### src/hdl/mlpg_pkg.sv
// Shared types, codes and the sizing function of the midpoint line pixel generator.
package mlpg_pkg;

   localparam int ORIGIN_BITS = 12;
   localparam int SCREEN_BITS = 14;
   localparam int COLOUR_BITS = 4;
   localparam int CSR_INDEX_BITS = 1;

   localparam logic CMD_START = 1'b0;
   localparam logic CMD_STEP = 1'b1;

   localparam logic [CSR_INDEX_BITS-1:0] REG_ORIGIN_X = 1'b0;
   localparam logic [CSR_INDEX_BITS-1:0] REG_ORIGIN_Y = 1'b1;

   typedef enum logic [1:0] {
      OCT_SHALLOW_RISE = 2'd0,
      OCT_STEEP_RISE = 2'd1,
      OCT_SHALLOW_FALL = 2'd2,
      OCT_STEEP_FALL = 2'd3
   } octant_type;

   // Width of one classified command word in the queue.
   function automatic int cmd_width(input int coord_bits);
      return 6 * coord_bits + 17;
   endfunction

endpackage

### src/hdl/mlpg_req_if.sv
// Request channel: line commands with endpoints and pen colour.
interface mlpg_req_if #(parameter int COORD_BITS = 12);
   logic valid;
   logic ready;
   logic command;
   logic signed [COORD_BITS-1:0] start_x;
   logic signed [COORD_BITS-1:0] start_y;
   logic signed [COORD_BITS-1:0] end_x;
   logic signed [COORD_BITS-1:0] end_y;
   logic [3:0] pen_colour;

   modport source (output valid, command, start_x, start_y, end_x, end_y, pen_colour,
                   input ready);
   modport sink (input valid, command, start_x, start_y, end_x, end_y, pen_colour,
                 output ready);
endinterface

### src/hdl/mlpg_rsp_if.sv
// Response channel: one screen pixel per transaction.
interface mlpg_rsp_if;
   logic valid;
   logic ready;
   logic signed [13:0] pixel_x;
   logic signed [13:0] pixel_y;
   logic [3:0] pixel_colour;
   logic pixel_valid;
   logic last_pixel;

   modport source (output valid, pixel_x, pixel_y, pixel_colour, pixel_valid, last_pixel,
                   input ready);
   modport sink (input valid, pixel_x, pixel_y, pixel_colour, pixel_valid, last_pixel,
                 output ready);
endinterface

### src/hdl/mlpg_front.sv
// Front end: order endpoints, pick the octant, seed the decision value.
module mlpg_front #(
   parameter int COORD_BITS = 12
) (
   mlpg_req_if.sink req_chan,
   input logic queue_full,
   output logic queue_push,
   output logic [mlpg_pkg::cmd_width(COORD_BITS)-1:0] queue_data
);
   import mlpg_pkg::*;

   localparam int C = COORD_BITS;
   localparam int DW = C + 1;
   localparam int PW = C + 3;

   typedef struct packed {
      logic step;
      logic [C-1:0] x1;
      logic [C-1:0] y1;
      logic [PW-1:0] seed;
      logic [PW-1:0] add_neg;
      logic [PW-1:0] add_pos;
      logic [DW-1:0] steps;
      octant_type oct;
      logic [COLOUR_BITS-1:0] colour;
   } cmd_type;

   logic signed [C-1:0] a1x, a1y, a2x, a2y;
   logic swap;
   logic signed [DW-1:0] dx, dy;
   logic signed [PW-1:0] dxp, dyp, ndy, numer, rounded;
   cmd_type cmd;

   assign req_chan.ready = !queue_full;
   assign queue_push = req_chan.valid && !queue_full;

   always_comb begin
      swap = (req_chan.start_x >= req_chan.end_x);
      a1x = swap ? req_chan.end_x : req_chan.start_x;
      a1y = swap ? req_chan.end_y : req_chan.start_y;
      a2x = swap ? req_chan.start_x : req_chan.end_x;
      a2y = swap ? req_chan.start_y : req_chan.end_y;
      dx = {a2x[C-1], a2x} - {a1x[C-1], a1x};
      dy = {a2y[C-1], a2y} - {a1y[C-1], a1y};
      dxp = {{2{dx[DW-1]}}, dx};
      dyp = {{2{dy[DW-1]}}, dy};
      ndy = -dyp;

      cmd.step = (req_chan.command == CMD_STEP);
      cmd.x1 = a1x;
      cmd.y1 = a1y;
      cmd.colour = req_chan.pen_colour;

      // Classify; zero-length lines fall through to a single pixel.
      priority if (dy > 0 && dyp <= dxp) begin
         cmd.oct = OCT_SHALLOW_RISE;
         numer = dxp - (dyp <<< 1);
         cmd.steps = dx;
         cmd.add_neg = dxp - dyp;
         cmd.add_pos = ndy;
      end else if (dy > 0) begin
         cmd.oct = OCT_STEEP_RISE;
         numer = (dxp <<< 1) - dyp;
         cmd.steps = dy;
         cmd.add_neg = dxp;
         cmd.add_pos = dxp - dyp;
      end else if (dx != 0 && ndy <= dxp) begin
         cmd.oct = OCT_SHALLOW_FALL;
         numer = -dxp - (dyp <<< 1);
         cmd.steps = dx;
         cmd.add_neg = ndy;
         cmd.add_pos = -(dxp + dyp);
      end else if (dy < 0) begin
         cmd.oct = OCT_STEEP_FALL;
         numer = -(dxp <<< 1) - dyp;
         cmd.steps = -dy;
         cmd.add_neg = -(dxp + dyp);
         cmd.add_pos = -dxp;
      end else begin
         cmd.oct = OCT_SHALLOW_RISE;
         numer = '0;
         cmd.steps = '0;
         cmd.add_neg = '0;
         cmd.add_pos = '0;
      end

      // Halve, truncating toward zero.
      rounded = numer + {{(PW-1){1'b0}}, numer[PW-1]};
      cmd.seed = rounded >>> 1;
      queue_data = cmd;
   end

endmodule

### src/hdl/mlpg_cmd_queue.sv
// Two-entry queue between the front end and the stepping engine.
module mlpg_cmd_queue #(
   parameter int WIDTH = 89
) (
   input logic clock,
   input logic reset,
   input logic push,
   input logic [WIDTH-1:0] push_data,
   input logic pop,
   output logic [WIDTH-1:0] head_data,
   output logic not_empty,
   output logic full
);
   logic [WIDTH-1:0] entry_ff [2];
   logic wr_ptr_ff, wr_ptr_in;
   logic rd_ptr_ff, rd_ptr_in;
   logic [1:0] count_ff, count_in;

   assign head_data = entry_ff[rd_ptr_ff];
   assign not_empty = (count_ff != 2'd0);
   assign full = (count_ff == 2'd2);

   always_comb begin
      wr_ptr_in = push ? !wr_ptr_ff : wr_ptr_ff;
      rd_ptr_in = pop ? !rd_ptr_ff : rd_ptr_ff;
      count_in = count_ff + {1'b0, push} - {1'b0, pop};
   end

   always_ff @(posedge clock) begin
      if (reset) begin
         wr_ptr_ff <= 1'b0;
         rd_ptr_ff <= 1'b0;
         count_ff <= 2'd0;
      end else begin
         wr_ptr_ff <= wr_ptr_in;
         rd_ptr_ff <= rd_ptr_in;
         count_ff <= count_in;
      end
   end

   always_ff @(posedge clock) begin
      if (push) begin
         entry_ff[wr_ptr_ff] <= push_data;
      end
   end

endmodule

### src/hdl/mlpg_back.sv
// Stepping engine: walk the line one pixel per transaction and register the response.
module mlpg_back #(
   parameter int COORD_BITS = 12
) (
   input logic clock,
   input logic reset,
   input logic queue_not_empty,
   input logic [mlpg_pkg::cmd_width(COORD_BITS)-1:0] queue_head,
   output logic queue_pop,
   input logic [mlpg_pkg::ORIGIN_BITS-1:0] origin_x,
   input logic [mlpg_pkg::ORIGIN_BITS-1:0] origin_y,
   mlpg_rsp_if.source rsp_chan
);
   import mlpg_pkg::*;

   localparam int C = COORD_BITS;
   localparam int CX = C + 1;
   localparam int DW = C + 1;
   localparam int PW = C + 3;
   localparam int SW = (C + 2 > SCREEN_BITS) ? C + 2 : SCREEN_BITS;

   typedef struct packed {
      logic step;
      logic [C-1:0] x1;
      logic [C-1:0] y1;
      logic [PW-1:0] seed;
      logic [PW-1:0] add_neg;
      logic [PW-1:0] add_pos;
      logic [DW-1:0] steps;
      octant_type oct;
      logic [COLOUR_BITS-1:0] colour;
   } cmd_type;

   cmd_type cmd;

   logic [CX-1:0] cur_x_ff, cur_x_in, cur_y_ff, cur_y_in;
   logic [PW-1:0] dec_ff, dec_in, add_neg_ff, add_neg_in, add_pos_ff, add_pos_in;
   logic [DW-1:0] steps_ff, steps_in;
   octant_type oct_ff, oct_in;
   logic [COLOUR_BITS-1:0] colour_ff, colour_in;
   logic active_ff, active_in;

   logic rsp_valid_ff;
   logic [SCREEN_BITS-1:0] px_ff, px_in, py_ff, py_in;
   logic [COLOUR_BITS-1:0] pcol_ff, pcol_in;
   logic pval_ff, pval_in, last_ff, last_in;

   logic p_neg, x_inc, y_inc, y_dec;
   logic [SW-1:0] sum_x, diff_y;

   assign cmd = cmd_type'(queue_head);
   assign queue_pop = queue_not_empty && (!rsp_valid_ff || rsp_chan.ready);

   always_comb begin
      p_neg = dec_ff[PW-1];
      x_inc = 1'b0;
      y_inc = 1'b0;
      y_dec = 1'b0;
      unique case (oct_ff)
         OCT_SHALLOW_RISE: begin
            x_inc = 1'b1;
            y_inc = p_neg;
         end
         OCT_STEEP_RISE: begin
            y_inc = 1'b1;
            x_inc = !p_neg;
         end
         OCT_SHALLOW_FALL: begin
            x_inc = 1'b1;
            y_dec = !p_neg;
         end
         OCT_STEEP_FALL: begin
            y_dec = 1'b1;
            x_inc = p_neg;
         end
         default: begin
            x_inc = 1'b0;
         end
      endcase

      cur_x_in = cur_x_ff;
      cur_y_in = cur_y_ff;
      dec_in = dec_ff;
      add_neg_in = add_neg_ff;
      add_pos_in = add_pos_ff;
      steps_in = steps_ff;
      oct_in = oct_ff;
      colour_in = colour_ff;
      active_in = active_ff;
      pval_in = 1'b0;
      last_in = 1'b0;

      if (!cmd.step) begin
         // Start: drop any line in progress, emit its first pixel now.
         cur_x_in = {cmd.x1[C-1], cmd.x1};
         cur_y_in = {cmd.y1[C-1], cmd.y1};
         dec_in = cmd.seed;
         add_neg_in = cmd.add_neg;
         add_pos_in = cmd.add_pos;
         steps_in = cmd.steps;
         oct_in = cmd.oct;
         colour_in = cmd.colour;
         active_in = (cmd.steps != '0);
         pval_in = 1'b1;
         last_in = (cmd.steps == '0);
      end else if (active_ff) begin
         cur_x_in = cur_x_ff + {{(CX-1){1'b0}}, x_inc};
         cur_y_in = cur_y_ff + {{(CX-1){y_dec}}, y_inc | y_dec};
         dec_in = dec_ff + (p_neg ? add_neg_ff : add_pos_ff);
         steps_in = steps_ff - {{(DW-1){1'b0}}, 1'b1};
         active_in = (steps_in != '0);
         pval_in = 1'b1;
         last_in = (steps_in == '0);
      end

      sum_x = {{(SW-ORIGIN_BITS){1'b0}}, origin_x} + {{(SW-CX){cur_x_in[CX-1]}}, cur_x_in};
      diff_y = {{(SW-ORIGIN_BITS){1'b0}}, origin_y} - {{(SW-CX){cur_y_in[CX-1]}}, cur_y_in};
      px_in = pval_in ? sum_x[SCREEN_BITS-1:0] : '0;
      py_in = pval_in ? diff_y[SCREEN_BITS-1:0] : '0;
      pcol_in = pval_in ? colour_in : '0;
   end

   always_ff @(posedge clock) begin
      if (reset) begin
         active_ff <= 1'b0;
         rsp_valid_ff <= 1'b0;
      end else begin
         if (queue_pop) begin
            active_ff <= active_in;
            rsp_valid_ff <= 1'b1;
         end else if (rsp_chan.ready) begin
            rsp_valid_ff <= 1'b0;
         end
      end
   end

   always_ff @(posedge clock) begin
      if (queue_pop) begin
         cur_x_ff <= cur_x_in;
         cur_y_ff <= cur_y_in;
         dec_ff <= dec_in;
         add_neg_ff <= add_neg_in;
         add_pos_ff <= add_pos_in;
         steps_ff <= steps_in;
         oct_ff <= oct_in;
         colour_ff <= colour_in;
         px_ff <= px_in;
         py_ff <= py_in;
         pcol_ff <= pcol_in;
         pval_ff <= pval_in;
         last_ff <= last_in;
      end
   end

   assign rsp_chan.valid = rsp_valid_ff;
   assign rsp_chan.pixel_x = px_ff;
   assign rsp_chan.pixel_y = py_ff;
   assign rsp_chan.pixel_colour = pcol_ff;
   assign rsp_chan.pixel_valid = pval_ff;
   assign rsp_chan.last_pixel = last_ff;

   a_last_is_pixel: assert property (@(posedge clock) disable iff (reset)
      rsp_valid_ff && last_ff |-> pval_ff)
      else $error("last_pixel set on a response without a pixel");

   a_idle_step_blank: assert property (@(posedge clock) disable iff (reset)
      queue_pop && cmd.step && !active_ff |=> !pval_ff && px_ff == '0 && py_ff == '0)
      else $error("step with no active line produced a pixel");

   a_active_has_steps: assert property (@(posedge clock) disable iff (reset)
      active_ff |-> steps_ff != '0)
      else $error("active line with no steps left");

   a_single_pixel_line: assert property (@(posedge clock) disable iff (reset)
      queue_pop && !cmd.step && cmd.steps == '0 |=> !active_ff && last_ff && pval_ff)
      else $error("zero-length line not closed after its only pixel");

endmodule

### src/hdl/midpoint_line_pixel_generator_core.sv
// Top level of the midpoint line pixel generator: origin registers, front end, queue, engine.
//
// Usage:
//   req_chan carries commands. A start transaction (command 0) takes two endpoints in
//   centered math coordinates (y upward) and a pen colour and yields the first pixel at
//   once. Each step transaction (command 1) yields the next pixel of the active line, or a
//   response with pixel_valid 0 and all fields 0 when no line is active.
//   rsp_chan returns exactly one transaction per request, in request order, with screen
//   coordinates origin_x + x and origin_y - y wrapped to 14 bits and last_pixel on the
//   final pixel. A start during an active line drops the old line.
//   csr_we/csr_index/csr_wdata write origin_x (index 0) and origin_y (index 1); write
//   them only while no transaction is in flight.
// Timing:
//   From request acceptance to response valid, the command lands in the two-entry queue
//   and is then popped into the engine's response register.
//   Throughput is one transaction per cycle when rsp_chan does not stall.
// Reset:
//   Synchronous, active high; clears the queue, the active line and both origins.
// Backpressure:
//   When rsp_chan stalls, hold the response; the queue absorbs up to two more requests
//   before req_chan.ready drops.
module midpoint_line_pixel_generator_core #(
   parameter int COORD_BITS = 12
) (
   input logic clock,
   input logic reset,
   mlpg_req_if.sink req_chan,
   mlpg_rsp_if.source rsp_chan,
   input logic csr_we,
   input logic [mlpg_pkg::CSR_INDEX_BITS-1:0] csr_index,
   input logic [mlpg_pkg::ORIGIN_BITS-1:0] csr_wdata
);
   import mlpg_pkg::*;

   localparam int CMD_W = cmd_width(COORD_BITS);

   // Origin registers: the engine reads them as each pixel is formed.
   logic [ORIGIN_BITS-1:0] origin_x_ff, origin_x_in;
   logic [ORIGIN_BITS-1:0] origin_y_ff, origin_y_in;

   logic queue_push, queue_pop, queue_full, queue_not_empty;
   logic [CMD_W-1:0] push_data, head_data;

   always_comb begin
      origin_x_in = origin_x_ff;
      origin_y_in = origin_y_ff;
      if (csr_we) begin
         unique case (csr_index)
            REG_ORIGIN_X: origin_x_in = csr_wdata;
            REG_ORIGIN_Y: origin_y_in = csr_wdata;
            default: origin_x_in = origin_x_ff;
         endcase
      end
   end

   always_ff @(posedge clock) begin
      if (reset) begin
         origin_x_ff <= '0;
         origin_y_ff <= '0;
      end else begin
         origin_x_ff <= origin_x_in;
         origin_y_ff <= origin_y_in;
      end
   end

   // Classify each request as it arrives.
   mlpg_front #(
      .COORD_BITS (COORD_BITS)
   ) u_front (
      .req_chan   (req_chan),
      .queue_full (queue_full),
      .queue_push (queue_push),
      .queue_data (push_data)
   );

   // Decouple classification from stepping.
   mlpg_cmd_queue #(
      .WIDTH (CMD_W)
   ) u_queue (
      .clock     (clock),
      .reset     (reset),
      .push      (queue_push),
      .push_data (push_data),
      .pop       (queue_pop),
      .head_data (head_data),
      .not_empty (queue_not_empty),
      .full      (queue_full)
   );

   // Advance the line and register one response per command.
   mlpg_back #(
      .COORD_BITS (COORD_BITS)
   ) u_back (
      .clock           (clock),
      .reset           (reset),
      .queue_not_empty (queue_not_empty),
      .queue_head      (head_data),
      .queue_pop       (queue_pop),
      .origin_x        (origin_x_ff),
      .origin_y        (origin_y_ff),
      .rsp_chan        (rsp_chan)
   );

endmodule
### src/flat_wrapper.sv
// flat-port wrapper written by rule: the top's interface ports become plain ports
module midpoint_line_pixel_generator_core_flat import mlpg_pkg::*;
#(
   parameter int COORD_BITS = 12
)
  (clock, reset, csr_we, csr_index, csr_wdata, req_chan_valid, req_chan_command, req_chan_start_x, req_chan_start_y, req_chan_end_x, req_chan_end_y, req_chan_pen_colour, req_chan_ready, rsp_chan_valid, rsp_chan_pixel_x, rsp_chan_pixel_y, rsp_chan_pixel_colour, rsp_chan_pixel_valid, rsp_chan_last_pixel, rsp_chan_ready);
  mlpg_req_if #(.COORD_BITS(COORD_BITS)) req_chan_i ();
  mlpg_rsp_if rsp_chan_i ();
  input logic clock;
  input logic reset;
  input logic csr_we;
  input logic [mlpg_pkg::CSR_INDEX_BITS-1:0] csr_index;
  input logic [mlpg_pkg::ORIGIN_BITS-1:0] csr_wdata;
  input wire logic [$bits(req_chan_i.valid)-1:0] req_chan_valid;
  input wire logic [$bits(req_chan_i.command)-1:0] req_chan_command;
  input wire logic [$bits(req_chan_i.start_x)-1:0] req_chan_start_x;
  input wire logic [$bits(req_chan_i.start_y)-1:0] req_chan_start_y;
  input wire logic [$bits(req_chan_i.end_x)-1:0] req_chan_end_x;
  input wire logic [$bits(req_chan_i.end_y)-1:0] req_chan_end_y;
  input wire logic [$bits(req_chan_i.pen_colour)-1:0] req_chan_pen_colour;
  output wire logic [$bits(req_chan_i.ready)-1:0] req_chan_ready;
  output wire logic [$bits(rsp_chan_i.valid)-1:0] rsp_chan_valid;
  output wire logic [$bits(rsp_chan_i.pixel_x)-1:0] rsp_chan_pixel_x;
  output wire logic [$bits(rsp_chan_i.pixel_y)-1:0] rsp_chan_pixel_y;
  output wire logic [$bits(rsp_chan_i.pixel_colour)-1:0] rsp_chan_pixel_colour;
  output wire logic [$bits(rsp_chan_i.pixel_valid)-1:0] rsp_chan_pixel_valid;
  output wire logic [$bits(rsp_chan_i.last_pixel)-1:0] rsp_chan_last_pixel;
  input wire logic [$bits(rsp_chan_i.ready)-1:0] rsp_chan_ready;
  assign req_chan_i.valid = req_chan_valid;
  assign req_chan_i.command = req_chan_command;
  assign req_chan_i.start_x = req_chan_start_x;
  assign req_chan_i.start_y = req_chan_start_y;
  assign req_chan_i.end_x = req_chan_end_x;
  assign req_chan_i.end_y = req_chan_end_y;
  assign req_chan_i.pen_colour = req_chan_pen_colour;
  assign req_chan_ready = req_chan_i.ready;
  assign rsp_chan_valid = rsp_chan_i.valid;
  assign rsp_chan_pixel_x = rsp_chan_i.pixel_x;
  assign rsp_chan_pixel_y = rsp_chan_i.pixel_y;
  assign rsp_chan_pixel_colour = rsp_chan_i.pixel_colour;
  assign rsp_chan_pixel_valid = rsp_chan_i.pixel_valid;
  assign rsp_chan_last_pixel = rsp_chan_i.last_pixel;
  assign rsp_chan_i.ready = rsp_chan_ready;
  midpoint_line_pixel_generator_core #(.COORD_BITS(COORD_BITS)) u_core (.clock(clock), .reset(reset), .req_chan(req_chan_i), .rsp_chan(rsp_chan_i), .csr_we(csr_we), .csr_index(csr_index), .csr_wdata(csr_wdata));
endmodule
### config.mk
export PLATFORM = sky130hd
export DESIGN_NAME = midpoint_line_pixel_generator_core_flat
export DESIGN_NICKNAME = d
export VERILOG_FILES = /design/src/hdl/mlpg_pkg.sv /design/src/hdl/mlpg_req_if.sv /design/src/hdl/mlpg_rsp_if.sv /design/src/hdl/mlpg_front.sv /design/src/hdl/mlpg_cmd_queue.sv /design/src/hdl/mlpg_back.sv /design/src/hdl/midpoint_line_pixel_generator_core.sv /design/src/flat_wrapper.sv
export SDC_FILE = /design/constraint.sdc
export NUM_CORES = 1
export LEC_CHECK = 0
export BUFFER_PORTS_ARGS = -buffer_cell sky130_fd_sc_hd__buf_2
export CORE_ASPECT_RATIO = 1.4
export CORE_UTILIZATION = 50
export DETAILED_ROUTE_END_ITERATION = 6
export PLACE_DENSITY = 0.76
export RECOVER_POWER = 50
export SYNTH_ARGS = -nofsm -noshare
export SYNTH_HDL_FRONTEND = slang
export SYNTH_HIERARCHICAL = 1
export SYNTH_SLANG_ARGS = --single-unit
### constraint.sdc
create_clock -name clock -period 8.2 [get_ports clock]
set_clock_uncertainty 0.05 [all_clocks]
set_input_delay 0.82 -clock clock [delete_from_list [all_inputs] [get_ports clock]]
set_output_delay 0.82 -clock clock [all_outputs]
set_load 0.005 [all_outputs]
==> run summary <==
Yosys
* 14.9% — simple logic cell fraction of the synthesized area
* sky130_fd_sc_hd__edfxtp_1, sky130_fd_sc_hd__ha_1, sky130_fd_sc_hd__mux2_2 — most area-consuming cells after synthesis
* 118 — Netlist cell types
* 10.9% — synthesized-area fraction occupied by adder cells
* 17.1% — compound-cell area share of the yosys netlist
* 25100 um^2 — cell area after synthesis
* 0% — share of async-settable or async-resettable flops after synthesis
* 2792 — synthesized net count
* 2519 — post-synthesis instance total
* 36.2% — area fraction of the dominant cell type after synthesis
* 5.64% — post-synthesis share of cell area spent on xor and xnor gates
* compound AO/OA/AOI/OAI gates — largest family of logic cells by synthesized area
* 333 — flop and latch count out of synthesis
* sky130_fd_sc_hd__edfxtp_1, sky130_fd_sc_hd__nor2_1, sky130_fd_sc_hd__ha_1, sky130_fd_sc_hd__nand2_1, sky130_fd_sc_hd__a21oi_1 — Post-synth top cells
* sky130_fd_sc_hd__edfxtp_1 — cell with the most instances after synthesis
* 6 — Synth warnings
* 8.15% — post-synthesis mux area share
* sky130_fd_sc_hd__edfxtp_1 — commonest register cell after synthesis
* sky130_fd_sc_hd__edfxtp_1 — most area-hungry cell type in the Yosys netlist
* 302 — Post-synth EDFFs
* 38.7% — part of the Yosys area used for sequential elements
* 9.95 um^2 — syn avg cell area

Min path
* 1 — worst hold path stage count
* input pin to flop — path class of the lowest-slack min-delay path

Critical path
* 35 — Worst path depth
* sky130_fd_sc_hd__a222oi_1 — worst-path cell with the longest stage delay
* flop — endpoint kind of the worst setup timing path
* 0.55 ns — delay of the slowest cell on the worst path
* input pin to flop — startpoint-to-endpoint class of the critical path
* 5 — number of buffer and inverter instances along the worst setup path
* 10 — critical path fanouts, max
* 8.06 ns — Data arrival, critical path
* compound AO/OA/AOI/OAI gates — family with the most delay on the worst path
* 8.49 ns — CP required
* input pin — nature of the critical path startpoint
* sky130_fd_sc_hd__ha_1 — CP most frequent cell
* 10 — depth of the worst register-to-register path

Timing
* 7.77 ns — minimum period implied by the final worst setup slack
* 94.7% — period utilisation layout
* -154% — headroom to the max-slew limit
* 3.81 ns — worst slew pin tran
* 0 — total setup violations reported at the end of the flow
* 129 MHz — achievable clock frequency
* 0 — count of final hold-check violations
* no — RSZ-0062 raised after global routing
* 260 — number of max-slew violations in the final report
* 0 ns — setup tns final

Final layout
* 11.1% — layout-stage area growth over the synthesis result
* 16.8% — fraction of layout instances using a drive strength above 1
* 2979 — # nets final
* 27900 um^2 — summed area of non-filler cells in the final layout

Placement
* 56.6 mm — half-perimeter wire length of the detailed placement result
* 1.03 — gp weighted congestion
* 106 — count of input and output buffers
* 27100 um^2 — Placed Area

Pwr
* 11.1 nW — Static Leakage
* 27.6% — sequential power share
* 61.1% — Logic pwr share
* 11.3% — relative contribution of the clock network to total power
* 6.13 mW — Internal
* 392 nW/um^2 — Power per Cell Area
* 4.80 mW — net switching component of the power
* 43.9% — switching portion of total power
* 347 uV — VDD IR max

Clock tree
* 0.07 ns — post-CTS clock slew at the launch and capture registers of the worst setup and hold paths
* 27 — CTS buffer count
* 3 — maximum buffer depth of the clock tree
* yes — TritonCTS clock tree
* 1 — Clock H-tree levels
* sky130_fd_sc_hd__clkbuf_16 — CTS Root Buffer Type
* 333 — clk sinks
* 0 — post-CTS sizing
* 0 — count of buffers added by post-CTS timing repair for setup
* 0.56 ns — insertion delay to the later sink of the worst-skew pair
* 0 — number of buffers inserted for hold repair after clock tree synthesis

Global routing
* 112 mm — first-pass GRT wire length
* 20294 — number of global-route vias before repair
* 0 — overall overflow remaining after global route
* 68 — maximum number of pins on one net before global-route repair
* 28.3% — total routing usage reported by global routing
* 4 — initial antenna violation count

Floorplanning
* 267 um — overall die height
* 50.9% — initial standard-cell utilization of the core
* 96 — standard-cell row count
* 49200 um^2 — placeable core region
* 191 um — Chip Width
* 107 — num ports
* 51000 um^2 — Die Area

Detailed routing
* 0 — remaining design rule violation count
* 6 — router iterations before antenna repair
* 0 — count of antenna-violating nets left after detailed routing
* 20362 — number of vias in the routed layout
* 6.05 — post-DR vias/cell
* 1459 — number of violations reported at the end of detailed-routing iteration 0
* 21.5 um — routed wire length per instance
* 72.5 mm — total detailed-routing wirelength

Run status
* capacitance limit, slew limit — violated checks
* complete, but fails checks — outcome

Run
* 5 — maxcap violations

==> logic make-up after synthesis <==
logic type	after synthesis
compound gates	622
buf+inv	265
flops	333
fa+ha+maj	215
xor+xnor	158
simple gates	741
mux	185
==> cell type report <==
| type | count | area, um^2 |
|---|---|---|
| inverter | 163 | 612 |
| tap | 637 | 797 |
| multi-input combinational | 1921 | 14300 |
| antenna | 2 | 5.00 |
| timing repair buffer | 260 | 1660 |
| clock buffer | 28 | 679 |
| clock inverter | 20 | 146 |
| fill | 4236 | 21400 |
| sequential | 333 | 9690 |
==> cell usage in the layout (no fill, tap or decap), types with 14 or more instances in the layout <==
| master | synthesis | final |
|---|---|---|
| sky130_fd_sc_hd__a21o_1 | 40 | 40 |
| sky130_fd_sc_hd__nand3_1 | 42 | 42 |
| sky130_fd_sc_hd__nor2b_1 | 35 | 35 |
| sky130_fd_sc_hd__dfxtp_1 | 31 | 31 |
| sky130_fd_sc_hd__clkbuf_16 | 0 | 27 |
| sky130_fd_sc_hd__edfxtp_1 | 302 | 302 |
| sky130_fd_sc_hd__a221oi_1 | 17 | 17 |
| sky130_fd_sc_hd__a31oi_1 | 23 | 23 |
| sky130_fd_sc_hd__inv_1 | 154 | 154 |
| sky130_fd_sc_hd__nand4_1 | 21 | 21 |
| sky130_fd_sc_hd__xnor2_1 | 107 | 106 |
| sky130_fd_sc_hd__nand2_1 | 188 | 188 |
| sky130_fd_sc_hd__o211ai_1 | 21 | 21 |
| sky130_fd_sc_hd__and2_1 | 24 | 23 |
| sky130_fd_sc_hd__o21a_1 | 22 | 23 |
| sky130_fd_sc_hd__nand2b_1 | 68 | 68 |
| sky130_fd_sc_hd__nor4_1 | 18 | 18 |
| sky130_fd_sc_hd__clkbuf_1 | 42 | 36 |
| sky130_fd_sc_hd__nor2_1 | 201 | 198 |
| sky130_fd_sc_hd__o221ai_1 | 14 | 14 |
| sky130_fd_sc_hd__buf_2 | 24 | 76 |
| sky130_fd_sc_hd__and3_1 | 14 | 14 |
| sky130_fd_sc_hd__xor2_1 | 48 | 47 |
| sky130_fd_sc_hd__mux2_2 | 110 | 96 |
| sky130_fd_sc_hd__mux2i_1 | 64 | 64 |
| sky130_fd_sc_hd__ha_1 | 192 | 191 |
| sky130_fd_sc_hd__buf_4 | 14 | 144 |
| sky130_fd_sc_hd__a211oi_1 | 34 | 34 |
| sky130_fd_sc_hd__a21oi_1 | 160 | 160 |
| sky130_fd_sc_hd__o21ai_0 | 114 | 115 |
| sky130_fd_sc_hd__nor3_1 | 53 | 53 |
| sky130_fd_sc_hd__o21bai_1 | 29 | 29 |
==> power groups by stage <==
stage,Sequential (mW),Combinational [mW],Clock [mW]
final,3.02,6.67,1.23
after global routing,3.08,7.24,1.32
after CTS,3.00,6.58,1.25
after detailed placement,3.03,6.54,0
after global placement,2.99,6.37,0
after floorplan,2.99,4.53,0
==> flip-flops by register name, summed over array words and instances (netlist names), 2 cells and up, named ones only <==
signal / count
u_core/u_back/rsp_chan.pixel_y: 14
u_core/u_back/cur_y_ff: 13
u_core/u_back/oct_ff: 2
u_core/origin_y_ff: 12
u_core/u_back/add_pos_ff: 15
u_core/u_back/rsp_chan.pixel_x: 14
u_core/u_back/steps_ff: 13
u_core/u_queue/entry_ff: 178
u_core/u_back/dec_ff: 15
u_core/u_back/colour_ff: 4
u_core/u_queue/count_ff: 2
u_core/u_back/rsp_chan.pixel_colour: 4
u_core/u_back/cur_x_ff: 13
u_core/u_back/add_neg_ff: 15
u_core/origin_x_ff: 12
==> stage by stage <==
stage               utilization (%)  worst slack [ns]  std cells  hold slack [ns]  power (mW)
floorplan                         -            0.0134       2519            0.402        7.52
global placement               55.0             0.158       3314            0.415        9.37
detailed placement             55.0            0.0284       3314            0.425        9.57
CTS                            56.7             0.554       3362            0.397        10.8
global route                   56.6            0.0899       3364            0.401        11.6
finish                         56.6             0.431       3364            0.419        10.9
==> final timing paths <==
kind | start | to | slack (ns)
setup / recovery | req_chan_end_x[2] | u_core/u_queue/entry_ff[0][62]$_DFFE_PP_ | 0.43
hold / removal | req_chan_pen_colour[0] | u_core/u_queue/entry_ff[0][0]$_DFFE_PP_ | 0.42
setup reg to reg | flop | u_core/u_back/rsp_chan.pixel_y[12]$_SDFFCE_PN0P_ | 2.04
hold reg to reg | u_core/origin_x_ff[2]$_SDFFE_PP0P_ | u_core/origin_x_ff[2]$_SDFFE_PP0P_ | 0.43
==> per-layer routing <==
metal | up-vias | part of all wire (%) | track usage, %
li1 | 9675 | - | -
met1 | 9816 | 40 | 33.4
met2 | 673 | 50 | 50.6
met3 | 194 | 4.9 | 3.17
met4 | 4 | 4.9 | 13.3
met5 | - | 0.050 | 0
Note: power is estimated with default switching activity, not from simulation.
